<file path="src/rtl/core/sgam_pkg.sv">
`timescale 1ns / 1ps

package sgam_pkg;

  // fixed field widths
  localparam int SAMPLE_W  = 16;
  localparam int POS_W     = 10;
  localparam int SRC_W     = 2;
  localparam int GAIN_W    = 24;
  localparam int ACC_W     = 42;
  localparam int PROD_W    = 41;
  localparam int POS_EXT_W = 13;
  localparam int SRC_CMP_W = 4;

  // configuration space
  localparam int NUM_GAIN_REGS = 4;
  localparam int CFG_AW        = 4;
  localparam int CFG_DW        = 32;
  localparam logic [GAIN_W-1:0] GAIN_RESET = 24'd65536;

  // integer pcm range after truncation
  localparam int PCM_FLOOR_W = ACC_W - 16;

  typedef logic [GAIN_W-1:0] gain_t;
  typedef gain_t [NUM_GAIN_REGS-1:0] gain_bank_t;

  // accumulated sum handed to the output converter
  typedef struct packed {
    logic             valid;
    logic [POS_W-1:0] pos;
    logic [ACC_W-1:0] sum;
  } acc_beat_t;

endpackage

</file>
<file path="src/rtl/core/sgam_cfg_regs.sv">
`timescale 1ns / 1ps

module sgam_cfg_regs (
  input  logic                              clk,
  input  logic                              rst,
  input  logic                              psel,
  input  logic                              penable,
  input  logic                              pwrite,
  input  logic [sgam_pkg::CFG_AW-1:0]       paddr,
  input  logic [sgam_pkg::CFG_DW-1:0]       pwdata,
  output logic [sgam_pkg::CFG_DW-1:0]       prdata,
  output logic                              pready,
  output sgam_pkg::gain_bank_t              gains
);

  logic wr_en;

  assign pready = 1'b1;
  assign wr_en  = psel && penable && pwrite && pready;

  always_ff @(posedge clk) begin
    if (rst) begin
      for (int i = 0; i < sgam_pkg::NUM_GAIN_REGS; i++) begin
        gains[i] <= sgam_pkg::GAIN_RESET;
      end
    end else if (wr_en) begin
      gains[paddr[sgam_pkg::CFG_AW-1:2]] <= pwdata[sgam_pkg::GAIN_W-1:0];
    end
  end

  assign prdata = {{(sgam_pkg::CFG_DW - sgam_pkg::GAIN_W){1'b0}},
                   gains[paddr[sgam_pkg::CFG_AW-1:2]]};

endmodule

</file>
<file path="config.mk">
export PLATFORM = sky130hd
export DESIGN_NAME = sgam_cfg_regs
export DESIGN_NICKNAME = d
export VERILOG_FILES = /design/src/rtl/core/sgam_pkg.sv /design/src/rtl/core/sgam_cfg_regs.sv
export SDC_FILE = /design/constraint.sdc
export NUM_CORES = 1
export LEC_CHECK = 0
export ABC_AREA = 1
export BUFFER_PORTS_ARGS = -buffer_cell sky130_fd_sc_hd__buf_2
export CORE_MARGIN = 2
export CORE_UTILIZATION = 40
export CTS_CLUSTER_SIZE = 10
export DETAILED_ROUTE_END_ITERATION = 12
export PLACE_DENSITY_LB_ADDON = 0.12
export REMOVE_ABC_BUFFERS = 1
export SYNTH_ARGS = -nofsm -noshare
export SYNTH_HDL_FRONTEND = slang
export SYNTH_SLANG_ARGS = --single-unit
</file>
<file path="constraint.sdc">
create_clock -name clk -period 0.9 [get_ports clk]
set_input_delay 0.045 -clock clk [delete_from_list [all_inputs] [get_ports clk]]
set_output_delay 0.045 -clock clk [all_outputs]
set_load 0.02 [all_outputs]
</file>
==> run_results.csv <==
group,metric,value,unit
route,vias,5193,
layout,regMostFlops,"gains",
synth,yosysSeqAreaShare,41.6,%
setup_path,required,0.85,ns
layout,area_growth,57.2,%
synth,synth_largest_area_cell,"dfxtp_1",
hold_path,hp-start,"pwdata[19]",
route,drt_wl_total,15400,um
setup_path,reg2reg_depth,4,
timing,maxSlewViolCount,0,
cts,numCtsBuffers,9,
power,sequentialPowerShare,43.8,%
layout,finalNonFillerCells,1043,
die,ios,170,
place,place_area,5580,um^2
route,drtIter0Drc,371,
cts,insertion_delay,0.34,ns
timing,fin_crit,1.08,ns
power,p_sw,0.00263,W
global_route,grt_pass1_wl,23000,um
hold_path,min_delay_path_depth,5,
cts,clk_pin_slew_worst_paths,0.07,ns
timing,post-route-worst-setup-slack,-0.177,ns
setup_path,r2r_slack,0.09,ns
run_status,violations,"setup timing",
power,p_per_area,1390,nW/um^2
hold_path,min_to,"gains[91]$_SDFFE_PP0P_",
power,peakVddDrop,0.929,mV
route,drtAntennaViolNets,0,
global_route,grt_usage,22.7,%
power,switching_share,25.9,%
place,port_buffers,150,
cts,cts_buffer_depth,2,
global_route,grt_max_degree,53,
layout,final_area,7260,um^2
route,drt-pass1-iter-count,5,
synth,synth_top_cell_area_share,41.6,%
die,fp.dieH,111,um
cts,cts_sinks,96,
power,combPwrFrac,15.2,%
run_status,status,"finished with violations",
layout,reg.largest.list,"gains: 96 flops",
layout,final_net_count,936,
route,wl_met3,1050,um
layout,antennaDiodeCount,0,
synth,synth_seq_cells,96,
timing,clock.fmax,0.928,GHz
place,place_congestion,0.799,
hold_path,worstHoldPathType,"in2reg",
die,start_util,40.8,%
setup_path,path_class,"reg2out",
setup_path,end_kind,"primary output",
synth,syn_area_per_cell,6.63,um^2
cts,cts_root_buffer,"clkbuf_16",
synth,ys_types,19,
synth,synth_area_leaders,"dfxtp_1 (42%), nand2_1 (16%), nor2_1 (15%), nand3_1 (10%), buf_4 (4.2%)",
timing,period_share,120,%
synth,synthCells,697,
timing,hold_viol,0,
power,p_int,0.00750,W
power,clkPwrFrac,41.0,%
timing,fin_skew,0,ns
global_route,grt_pass1_vias,4592,
layout,largest_reg_flops,96,
place,dp_slack,-0.178,ns
power,leakage,3.36,nW
die,placementRows,39,
route,drc,0,
setup_path,r2r-start,"gains[54]$_SDFFE_PP0P_",
timing,rsz0062_at_grt,"yes",
die,die-area,12400,um^2
route,highest_layer,"met4",
route,routedWlPerCell,14.8,um
layout,drive_gt1_share,41.7,%
route,via_per_inst,4.98,
setup_path,crit_path_start_kind,"register",
global_route,grt.overflow.total,0,
synth,synthesis.area,4620,um^2
place,dp_hpwl,9060,um
flow_run,cap_viol_max_count,0,
die,die_width,111,um
global_route,antenna_found_initial,0,
route,routed-wl-met2,7340,um
setup_path,crit_arrival,1.03,ns
die,core_region_area,11300,um^2
route,wl_met1,6810,um
setup_path,rr_endpoint,"gains[54]$_SDFFE_PP0P_",
cts,h-tree-depth,3,
setup_path,critPathMaxFanout,2,
cts,cts_tree,"built",
timing,setup_violations,65,
place,place_inst,966,
synth,synth_warnings,0,
[through the flow]
stage	utilization, %	setup TNS (ns)	total power (W)	hold slack (ns)
final	64.2	-5.55	0.0101	0.0567
after global routing	64.2	-7.38	0.0105	0.0861
after CTS	59.6	-5.02	0.0100	0.0522
after detailed placement	49.3	-12.23	0.00574	0.330
after global placement	49.3	-10.70	0.00572	0.327
after floorplan	-	-244.86	0.00522	0.171
[worst max-delay path: stages (launching register included)]
cell,delay (ns)
dfxtp_2,0.32
nand2_2,0.05
nand4_1,0.14
buf_6,0.17
[area by class of cell]
type / instances / area [um^2]
fillers: 1006 / 4060
well taps: 143 / 179
inverters: 28 / 105
multi-input cells: 523 / 2260
clock buffers: 10 / 239
flip-flops and latches: 96 / 2050
clock inverters: 6 / 82.6
repair buffers: 237 / 2350
[per-layer routing]
layer / track usage [%] / up-vias
li1: - / 2570
met1: 30.5 / 2410
met2: 36.4 / 195
met3: 4.95 / 18
met4: 7.16 / 0
met5: 0 / -
[Yosys cell counts]
library cell,number
nand2_2,1
dfxtp_1,96
nor2_4,4
buf_6,13
nand3_4,1
nor2_2,2
nor2_1,186
clkbuf_1,3
buf_1,7
buf_2,8
conb_1,2
buf_4,26
inv_1,24
nand2_1,196
nand4_1,24
clkinv_1,1
nand3_1,96
inv_2,3
o21ai_0,4
[placed cells by master, fill, tap and decap left out, drive strengths merged]
cell         instances
nand2              197
nor2               192
buf                232
clkinv               3
conb                 9
dlygate4sd3          1
bufinv               2
clkbuf              14
nand3               97
nand4               24
inv                 28
o21ai                4
dfxtp               96
clkinvlp             1
[cells by family after synthesis]
group | synth area share (%)
other | 0.163
buffers and inverters | 11.3
DFF | 41.6
and+or+nand+nor | 46.5
AOI/OAI and AO/OA | 0.433
[worst max path at each step]
stage	startpoint	endpoint	slack, ns	depth (start not counted)
3_5_place_dp	paddr[2]	prdata[8]	-0.18	7
5_1_grt	gains[80]$_SDFFE_PP0P_	prdata[8]	-0.23	3
6_report	gains[8]$_SDFFE_PP0P_	prdata[8]	-0.18	3
3_3_place_gp	paddr[2]	prdata[8]	-0.15	7
2_1_floorplan	penable	gains[0]$_SDFFE_PP0P_	-2.37	5
4_1_cts	gains[8]$_SDFFE_PP0P_	prdata[8]	-0.22	3
[power by group through the flow]
stage	Sequential, W	Clock [W]	Combinational (W)
final	0.00444	0.00415	0.00154
after global routing	0.00444	0.00439	0.00166
after CTS	0.00443	0.00422	0.00138
after detailed placement	0.00451	0	0.00123
after global placement	0.00451	0	0.00121
after floorplan	0.00461	0	0.000605
[repair_timing]
item	in CTS	in global routing
hold buffers	1	0
endpoints found under the hold margin	4	0
gates resized for setup	249	89
pin swaps	16	33
setup buffers	35	24
endpoints found under the setup margin	120	97
cloned	0	3
Power figures use the tool's default switching activity.
